`src/hdl/iawo_pkg.sv`:
```
`timescale 1ns / 1ps
`default_nettype none
// ----------------------------------------------------------------------------
// iawo_pkg
// Constants, register codes and the arctangent table of the odometry core.
// ----------------------------------------------------------------------------
package iawo_pkg;

    localparam int IAWO_ENCODER_WIDTH  = 32;
    localparam int IAWO_POSITION_WIDTH = 48;
    localparam int IAWO_TRIG_FRAC_BITS = 15;

    localparam int FIELD_W     = 32;
    localparam int YAW_W       = 16;
    localparam int MPP_W       = 32;
    localparam int GLIM_W      = 16;
    localparam int CFG_DATA_W  = 32;
    localparam int CFG_INDEX_W = 1;

    localparam logic [CFG_INDEX_W-1:0] REG_METERS_PER_PULSE = 1'd0;
    localparam logic [CFG_INDEX_W-1:0] REG_GLITCH_LIMIT     = 1'd1;

    localparam logic [MPP_W-1:0]  MPP_RESET  = 32'd0;
    localparam logic [GLIM_W-1:0] GLIM_RESET = 16'd10000;

    // Serial multiplier geometry
    localparam int MUL_A_W   = 32;
    localparam int MUL_B_W   = 32;
    localparam int DIGIT_W   = 4;
    localparam int PROD_W    = 64;
    localparam int MUL_STEPS = MUL_B_W / DIGIT_W;
    localparam int MUL_CNT_W = $clog2(MUL_STEPS);

    // Yaw to turn conversion
    localparam logic [16:0] DEG_CIRCLE = 17'd36000;
    localparam logic [31:0] DEG_HALF   = 32'd18000;
    localparam int          TURN_W     = 32;
    localparam int          REM_W      = 16;

    localparam int ATAN_N = 25;

    // atan(2^-i) in units of 2^-32 turn
    function automatic logic [31:0] atan_turn(input logic [4:0] idx);
        logic [31:0] v;
        case (idx)
            5'd0:  v = 32'd536870912;
            5'd1:  v = 32'd316933406;
            5'd2:  v = 32'd167458907;
            5'd3:  v = 32'd85004756;
            5'd4:  v = 32'd42667331;
            5'd5:  v = 32'd21354465;
            5'd6:  v = 32'd10679838;
            5'd7:  v = 32'd5340245;
            5'd8:  v = 32'd2670163;
            5'd9:  v = 32'd1335087;
            5'd10: v = 32'd667544;
            5'd11: v = 32'd333772;
            5'd12: v = 32'd166886;
            5'd13: v = 32'd83443;
            5'd14: v = 32'd41722;
            5'd15: v = 32'd20861;
            5'd16: v = 32'd10430;
            5'd17: v = 32'd5215;
            5'd18: v = 32'd2608;
            5'd19: v = 32'd1304;
            5'd20: v = 32'd652;
            5'd21: v = 32'd326;
            5'd22: v = 32'd163;
            5'd23: v = 32'd81;
            5'd24: v = 32'd41;
            default: v = 32'd0;
        endcase
        return v;
    endfunction

endpackage

`default_nettype wire

```
`src/hdl/iawo_mul.sv`:
```
`timescale 1ns / 1ps
`default_nettype none
// ----------------------------------------------------------------------------
// iawo_mul
// Digit-serial signed by unsigned multiplier, four multiplier bits a cycle,
// with an optional negation of the product.
// ----------------------------------------------------------------------------
module iawo_mul
    import iawo_pkg::*;
(
    input  wire logic                      clk,
    input  wire logic                      rst_n,
    input  wire logic                      start,
    input  wire logic signed [MUL_A_W-1:0] a,
    input  wire logic        [MUL_B_W-1:0] b,
    input  wire logic                      neg,
    output logic                           busy,
    output logic signed [PROD_W-1:0]       prod
);

    logic signed [PROD_W-1:0]  a_reg;
    logic        [MUL_B_W-1:0] b_reg;
    logic signed [PROD_W-1:0]  p_reg;
    logic                      neg_reg;
    logic [MUL_CNT_W-1:0]      cnt_reg;
    logic                      busy_reg;

    logic signed [PROD_W+DIGIT_W:0] partial;

    assign partial = a_reg * $signed({1'b0, b_reg[DIGIT_W-1:0]});

    always_ff @(posedge clk or negedge rst_n)
    begin
        if (!rst_n)
        begin
            busy_reg <= 1'b0;
            cnt_reg  <= '0;
        end
        else if (start)
        begin
            busy_reg <= 1'b1;
            cnt_reg  <= '0;
        end
        else if (busy_reg)
        begin
            cnt_reg <= cnt_reg + 1'b1;
            if (cnt_reg == MUL_CNT_W'(MUL_STEPS - 1))
            begin
                busy_reg <= 1'b0;
            end
        end
    end

    always_ff @(posedge clk)
    begin
        if (start)
        begin
            a_reg   <= PROD_W'(a);
            b_reg   <= b;
            p_reg   <= '0;
            neg_reg <= neg;
        end
        else if (busy_reg)
        begin
            // accumulate one digit, advance to the next
            p_reg <= p_reg + partial[PROD_W-1:0];
            a_reg <= a_reg <<< DIGIT_W;
            b_reg <= b_reg >> DIGIT_W;
        end
    end

    assign busy = busy_reg;
    assign prod = neg_reg ? -p_reg : p_reg;

endmodule

`default_nettype wire

```
`config.mk`:
```
export PLATFORM = sky130hd
export DESIGN_NAME = iawo_mul
export DESIGN_NICKNAME = d
export VERILOG_FILES = /design/src/hdl/iawo_pkg.sv /design/src/hdl/iawo_mul.sv
export SDC_FILE = /design/constraint.sdc
export NUM_CORES = 1
export LEC_CHECK = 0
export BUFFER_PORTS_ARGS = -buffer_cell sky130_fd_sc_hd__buf_4
export CAP_MARGIN = 20
export CORE_ASPECT_RATIO = 0.75
export CORE_UTILIZATION = 40
export CTS_BUF_LIST = sky130_fd_sc_hd__clkbuf_8
export DETAILED_ROUTE_END_ITERATION = 8
export GPL_ROUTABILITY_DRIVEN = 0
export PLACE_DENSITY = 0.66
export RECOVER_POWER = 50
export SLEW_MARGIN = 40
export SYNTH_ARGS = -nofsm -noshare
export SYNTH_HDL_FRONTEND = slang
export SYNTH_SLANG_ARGS = --single-unit
export TNS_END_PERCENT = 50
```
`constraint.sdc`:
```
create_clock -name clk -period 5.6 [get_ports clk]
set_input_delay 1.12 -clock clk [delete_from_list [all_inputs] [get_ports clk]]
set_output_delay 1.12 -clock clk [all_outputs]
set_load 0.1 [all_outputs]
```
# Yosys cells after proc, flatten, opt, wreduce, memory -nomap -nowiden
# Cells that the tools add are included.
# totals
inputBits	68
out_inout_bits	65
ff_bits	165
wordCells	22
# op_classes
n_addsub	3
reduce_logical	1
n_mul	1
n_eq_ne	1
n_mux	10
# op_table
operator	n
two-way mux 64 bit	3
adder 64 bit	1
multiplier 64 x 5 -> 64 bit	1
two-way mux 32 bit	2
negation 64 bit	1
two-way mux 3 bit	2
adder 3 x 1 -> 3 bit, second input constant	1
equality test 3 bit, second input constant	1
two-way mux 1 bit	3
nonzero test 2 bit	1

# Longest topological paths before layout
# Gate-level depths: netlist (run 1).
# depth
depth_word	4
mapped_depth	21
ltp_nobuf	18

# Least setup slack after synthesis (run 1)
# OpenSTA, ideal clock, no wires.
# synth_timing
path_kind	flip-flop to flip-flop
from	reg b_reg[1]
to	reg p_reg[60]
stages_incl_launch_ff	22
slack_ns	0.531
setup_ns	0.272
required_ns	5.328
path_buffers	3
arrival_ns	4.796
cell_sequence	edfxtp_1 -> clkbuf_1 -> clkbuf_1 -> nand2_1 -> fa_1 -> inv_1 -> fa_1 -> inv_1 -> fa_1 -> inv_1 -> ha_1 -> clkbuf_1 -> a21oi_1 -> o21ai_0 -> o2111ai_1 -> a211oi_1 -> nor2_1 -> o31ai_1 -> and4b_1 -> o22ai_1 -> xor2_1 -> o22ai_1
# synth_between
elab_chain_cells	2
# synth_lines
element	line	source
start: declaration	iawo_mul.sv:22	logic [MUL_B_W-1:0] b_reg;
start signal: assignment	iawo_mul.sv:68	b_reg <= b_reg >> DIGIT_W;
multiplier 64 x 5 -> 64 bit	iawo_mul.sv:30	assign partial = a_reg * $signed({1'b0, b_reg[DIGIT_W-1:0]});
adder 64 bit	iawo_mul.sv:66	p_reg <= p_reg + partial[PROD_W-1:0];
end signal: assignment	iawo_mul.sv:66	
end: declaration	iawo_mul.sv:23	logic signed [PROD_W-1:0] p_reg;
# No other way between the ends.
# A chain may end at the register's enable or synchronous reset.

# Worst setup path after layout (run 1)
# Same ends and word-level chain as after synthesis.

==> impl_metrics.toml, run 1 <==
[clock_tree]
htreeDepth = 4
numCtsBuffers = 17
cts_root_buf = "clkbuf_8"
clk_pin_slew_ns = 0.13
ctsHoldBuffers = 0
cts_sinks = 165
clk_latency_ns = 0.53
cts_buffer_depth = 2
cts_tree = "yes"

[setup_path]
worstSetupPathType = "reg -> reg"
slowest_stage = "fa_1"
cp.arrival_ns = 5.75
max_stage_delay_ns = 0.53
cp.required_ns = 5.98
worstPathMaxFanout = 32
cp_cell_sequence = "clkbuf_16, nand2_1, fa_1, inv_1, fa_1, inv_1, fa_1, inv_1, ha_1, nand2_1, nor2_1, o2111ai_1, a211oi_1, nor2_1, o31ai_1, buf_4, and4b_1, o22ai_1, xor2_1, o22ai_1"
cp-start-kind = "register"
end_kind = "register"

[yosys]
ys_ff_latch = 165
yosysUniqueCellTypes = 63
ys.flop_type = "edfxtp_1"
yosys_warnings = 0
synth_async_sr_flop_share_pct = 2.424
ys_seq_area_share_pct = 23.39
synth_most_common_cell = "inv_1"
synth_edf_count = 97
syn-instance-count = 2081
syn_nets = 2460
ys_top_cells_by_area = "fa_1 20%, edfxtp_1 16%, ha_1 8.8%"
synth_top_area_share_pct = 19.85
yosys.area.top_type = "fa_1"
syn_area_um2 = 18360
syn_area_per_cell_um2 = 8.822
ys_top_cells_by_count = "385 x inv_1, 213 x nand2_1, 182 x fa_1"

[placement]
portBuffers = 132
dp.final_hpwl_mm = 39.76

[grt]
gr-total-overflow = 0
grt_max_degree = 87
antenna_found_initial = 0
grt_pass1_wl_mm = 83.17
track_usage_pct = 22.45
grt_pass1_vias = 15127

[drt]
drtIter0Drc = 1302
wl_mm = 51.71
avgViaCountPerCell = 5.360
wl_per_cell_um = 18.70
ant_nets = 0
dr.pass1.iters = 6
drc_errors = 0
vias = 14827

[timing]
slew-limit-headroom_pct = -80.80
finalSetupViolCount = 0
slew_viol_final = 57
rsz0062_at_grt = "no"
tns_ns = 0
fin_crit_sh_pct = 95.85
tightest_slew_ns = 2.712
hold_slack_ns = 0.4009
fmax_mhz = 186.3
period_needed_ns = 5.368
hold_violations = 0
fin_skew_ns = 0.02759

[final_layout]
antenna_cells = 0
final_util_pct = 45.50
final_layout_size_suffix_gt1_share_pct = 12.16
n_fill_cell = 4394
finalNetCount = 2546
area_delta_synth_final_pct = 11.36

[worst_hold_path]
hp-class = "in -> async"

[outcome]
status = "complete, but fails checks"
violations = "capacitance limit, slew limit"

[floorplan]
rows = 67
ioPinCount = 133
die-area_um2 = 46770
die_w_um = 249.4
die_h_um = 187.5
initial_core_util_pct = 40.86
core-area_um2 = 44930

[job]
drv_cap = 1
through the flow:
step | worst slack, ns | instances | area, um2
4_1_cts | 0.2408 | 2762 | 20400
6_report | 0.2324 | 2766 | 20440
3_3_place_gp | 0.3686 | 2730 | 19940
5_1_grt | 0.02516 | 2766 | 20440
3_5_place_dp | 0.2925 | 2730 | 19960
2_1_floorplan | 0.5315 | 2081 | 18360
cell families after synthesis:
kind of cell    after synthesis  synth area share [%]
xor+xnor                    129                 6.154
buf+inv                     480                 9.875
mux                          90                 5.282
compound gates              341                 11.47
flops                       165                 23.39
simple gates                565                 15.19
fa+ha+maj                   311                 28.64
layout by cell type, fill, tap and decap left out, types with 22 or more instances in the layout:
| cell | instances |
|---|---|
| inv_1 | 385 |
| mux2_2 | 55 |
| edfxtp_1 | 97 |
| ha_1 | 128 |
| a21o_1 | 32 |
| xor2_1 | 22 |
| a21oi_1 | 92 |
| nand2_1 | 213 |
| o21ai_0 | 100 |
| dfxtp_1 | 64 |
| mux2i_1 | 35 |
| fa_1 | 182 |
| xnor2_1 | 107 |
| nor2_1 | 96 |
| nand4_1 | 29 |
| buf_4 | 149 |
| and2_1 | 147 |
repair_timing:
action	4_1_cts	5_1_grt
buffers inserted	0	2
setup endpoints to repair	0	5
gates resized for setup	0	7
critical path: cells and delay by family (launching register included):
kind                     cells  cell delay, ns
AO/OA/AOI/OAI                5            1.17
XOR/XNOR                     1            0.15
adder cells (fa/ha/maj)      4            1.89
buffers and inverters        5            0.62
flip-flops                   1            0.41
AND/OR/NAND/NOR              5            0.94
per-layer routing:
layer / vias to the layer above / global-route usage (%) / part of all wire (%)
met3: 70 / 4.359 / 7.9
met2: 594 / 34.69 / 44
met4: 0 / 5.888 / 2.2
met5: - / 0 / 0
li1: 6899 / - / -
met1: 7264 / 32.02 / 46
cell type report:
class	instances	area, um2	area share (%)
sequential	165	4295	21.01
multi-input combinational	1436	12270	60.02
clock buffer	17	234.0	1.144
clock inverter	15	209.0	1.022
timing repair buffer	160	1245	6.089
inverter	387	1458	7.130
tap	586	733.2	3.586
path summary, 6_finish.rpt:
check                                from          to  slack [ns]  cells past startpoint
worst max-delay path             b_reg[1]   p_reg[60]        0.23                     20
worst min-delay path                rst_n  cnt_reg[1]        0.40                      1
worst max register to register   b_reg[1]   p_reg[60]        0.23                     20
worst min register to register  p_reg[63]   p_reg[63]        0.56                      2
max in group asynchronous           rst_n        busy        5.00                      1
min in group clk                p_reg[63]   p_reg[63]        0.56                      2
Power of run 1 is not shown: default switching activity piles up to over one toggle a cycle in this logic, so the estimate is an artifact.
==> run 2, diff against run 1 <==
--- a/config.mk
+++ b/config.mk
@@ -5,6 +5,7 @@
 export SDC_FILE = /design/constraint.sdc
 export NUM_CORES = 1
 export LEC_CHECK = 0
+export ABC_AREA = 1
 export BUFFER_PORTS_ARGS = -buffer_cell sky130_fd_sc_hd__buf_4
 export CAP_MARGIN = 20
 export CORE_ASPECT_RATIO = 0.75
@@ -12,7 +13,7 @@
 export CTS_BUF_LIST = sky130_fd_sc_hd__clkbuf_8
 export DETAILED_ROUTE_END_ITERATION = 8
 export GPL_ROUTABILITY_DRIVEN = 0
-export PLACE_DENSITY = 0.66
+export PLACE_DENSITY = 0.65
 export RECOVER_POWER = 50
 export SLEW_MARGIN = 40
 export SYNTH_ARGS = -nofsm -noshare
==> run 2 against run 1 <==
The flow still finishes with violations (capacitance limit, slew limit). Critical endpoint is now a_reg[44]. Synthesized area is 15% higher. Sequential cell count stayed put. Wire length is 31% higher. Critical path type is now in -> reg. Critical path depth is 16 lower. Fmax is 11% higher. Via count is 34% higher. Count of clock-buffer cells in the layout stayed put. Cell count is 46% higher. Sequential share of layout area is 2.6 points lower.
==> impl_metrics.toml, run 2 <==
[outcome]
status = "complete, but fails checks"
violations = "capacitance limit, slew limit"

[timing]
slew_viol_final = 182
fmax_mhz = 206.6
finalSetupViolCount = 0
fin_skew_ns = 0.01902
period_needed_ns = 4.839
fin_crit_sh_pct = 86.41
tightest_slew_ns = 3.183
slew-limit-headroom_pct = -112.4
tns_ns = 0
rsz0062_at_grt = "no"
hold_violations = 0

[yosys]
syn_area_per_cell_um2 = 6.538
ys.flop_type = "edfxtp_1"
syn_area_um2 = 21150
yosys_warnings = 0
yosysUniqueCellTypes = 44
syn-instance-count = 3235
ys_top_cells_by_count = "1158 x nand2_1, 840 x inv_1, 182 x fa_1, 182 x nor2_1, 129 x ha_1"
yosys.area.top_type = "nand2_1"
ys_top_cells_by_area = "nand2_1 21%, fa_1 17%, inv_1 15%"
synth_async_sr_flop_share_pct = 2.424
syn_nets = 3614
synth_edf_count = 97
ys_ff_latch = 165
ys_seq_area_share_pct = 20.30
synth_top_area_share_pct = 20.55
synth_most_common_cell = "nand2_1"

[setup_path]
worstSetupPathType = "in -> reg"
cp-start-kind = "input port"
slowest_stage = "inv_1"
r2r_cells = 18
max_stage_delay_ns = 2.29
cp_cell_sequence = "clkbuf_1, nor2_1, inv_1, clkbuf_2"
cp.required_ns = 5.80
end_kind = "register"
cp.arrival_ns = 5.04
worstPathMaxFanout = 71

[grt]
grt_pass1_vias = 18586
grt_max_degree = 72
gr-total-overflow = 0
grt_pass1_wl_mm = 106.1
antenna_found_initial = 1
track_usage_pct = 25.94

[floorplan]
core-area_um2 = 51890
die_w_um = 267.5
die-area_um2 = 53810
rows = 72
initial_core_util_pct = 40.76
die_h_um = 201.1
ioPinCount = 133

[drt]
dr.pass1.iters = 6
drtIter0Drc = 1997
drc_errors = 0
avgViaCountPerCell = 4.907
ant_nets = 0
wl_per_cell_um = 16.81
vias = 19844
wl_mm = 67.97

[worst_hold_path]
hp-class = "in -> async"

[clock_tree]
cts_buffer_depth = 2
clk_pin_slew_ns = 0.11
cts_tree = "yes"
clk_latency_ns = 0.57
htreeDepth = 4
cts_root_buf = "clkbuf_8"
numCtsBuffers = 17
postCtsResizedCells = 0
post_cts_buffers = 0
cts_sinks = 165
ctsHoldBuffers = 0

[power_and_ir_drop]
powerDensity_nw_per_um2 = 583.2
power.total_uw = 13590
leakagePower_uw = 0.01396
ir_drop_mv = 0.6289

[placement]
dp.final_hpwl_mm = 54.87
portBuffers = 132

[final_layout]
antenna_cells = 0
final_cell_mix = "1158 x nand2_1, 841 x inv_1, 182 x nor2_1, 182 x fa_1, 133 x buf_4"
final_layout_size_suffix_gt1_share_pct = 6.944
final_common_cell = "nand2_1"
area_delta_synth_final_pct = 10.15
final_util_pct = 44.90
finalNetCount = 3707

[job]
drv_cap = 3
run 2: path summary, 6_finish.rpt:
| check | from | end | slack, ns |
|---|---|---|---|
| min in group clk | b_reg[28] | b_reg[24] | 0.52 |
| min reg2reg | b_reg[28] | b_reg[24] | 0.52 |
| min | rst_n | cnt_reg[2] | 0.35 |
| max | start | a_reg[44] | 0.76 |
| max in group asynchronous | rst_n | cnt_reg[1] | 5.05 |
| max reg2reg | b_reg[1] | p_reg[52] | 0.85 |
run 2: logic make-up after synthesis:
group           synth area share [%]
compound gates                 4.733
xor+xnor                       3.727
fa+ha+maj                      24.86
buf+inv                        16.55
flops                          20.30
simple gates                   29.83
run 2: metal layers:
layer	routed length, um	global-route usage (%)	up-vias
li1	-	-	9648
met1	31820	39.66	9107
met2	25220	33.65	998
met3	9352	9.546	89
met4	1482	5.939	2
met5	94	1.351	-
run 2: stage by stage:
step                worst slack (ns)  cells  hold WS [ns]  cell area [um2]
detailed placement             1.056   4012        0.4955            22900
global placement               1.078   4012        0.4911            22900
global route                  0.3611   4044        0.3884            23300
floorplan                     0.6943   3235        0.4690            21150
CTS                            1.035   4044        0.3174            23330
finish                        0.7608   4044        0.3527            23300
run 2: layout make-up:
class / count / area, um2
Fill cell: 5523 / 28590
Inverter: 855 / 3213
Multi-Input combinational cell: 2142 / 13360
Sequential cell: 165 / 4294
Tap cell: 703 / 879.6
Clock inverter: 15 / 195.2
Timing Repair Buffer: 147 / 1125
Clock buffer: 17 / 234.0
run 2: critical path: cells and delay by family:
family        cells  cell delay [ns]
simple gates      1             0.21
buf+inv           3             3.67
run 2: report_power, final:
group          switching [uW]  internal (uW)  total [uW]
clock                     592            455        1050
sequential                300           1560        1860
combinational            7750           2940       10700
total                    8640           4950       13600
Power figures use the tool's default switching activity.
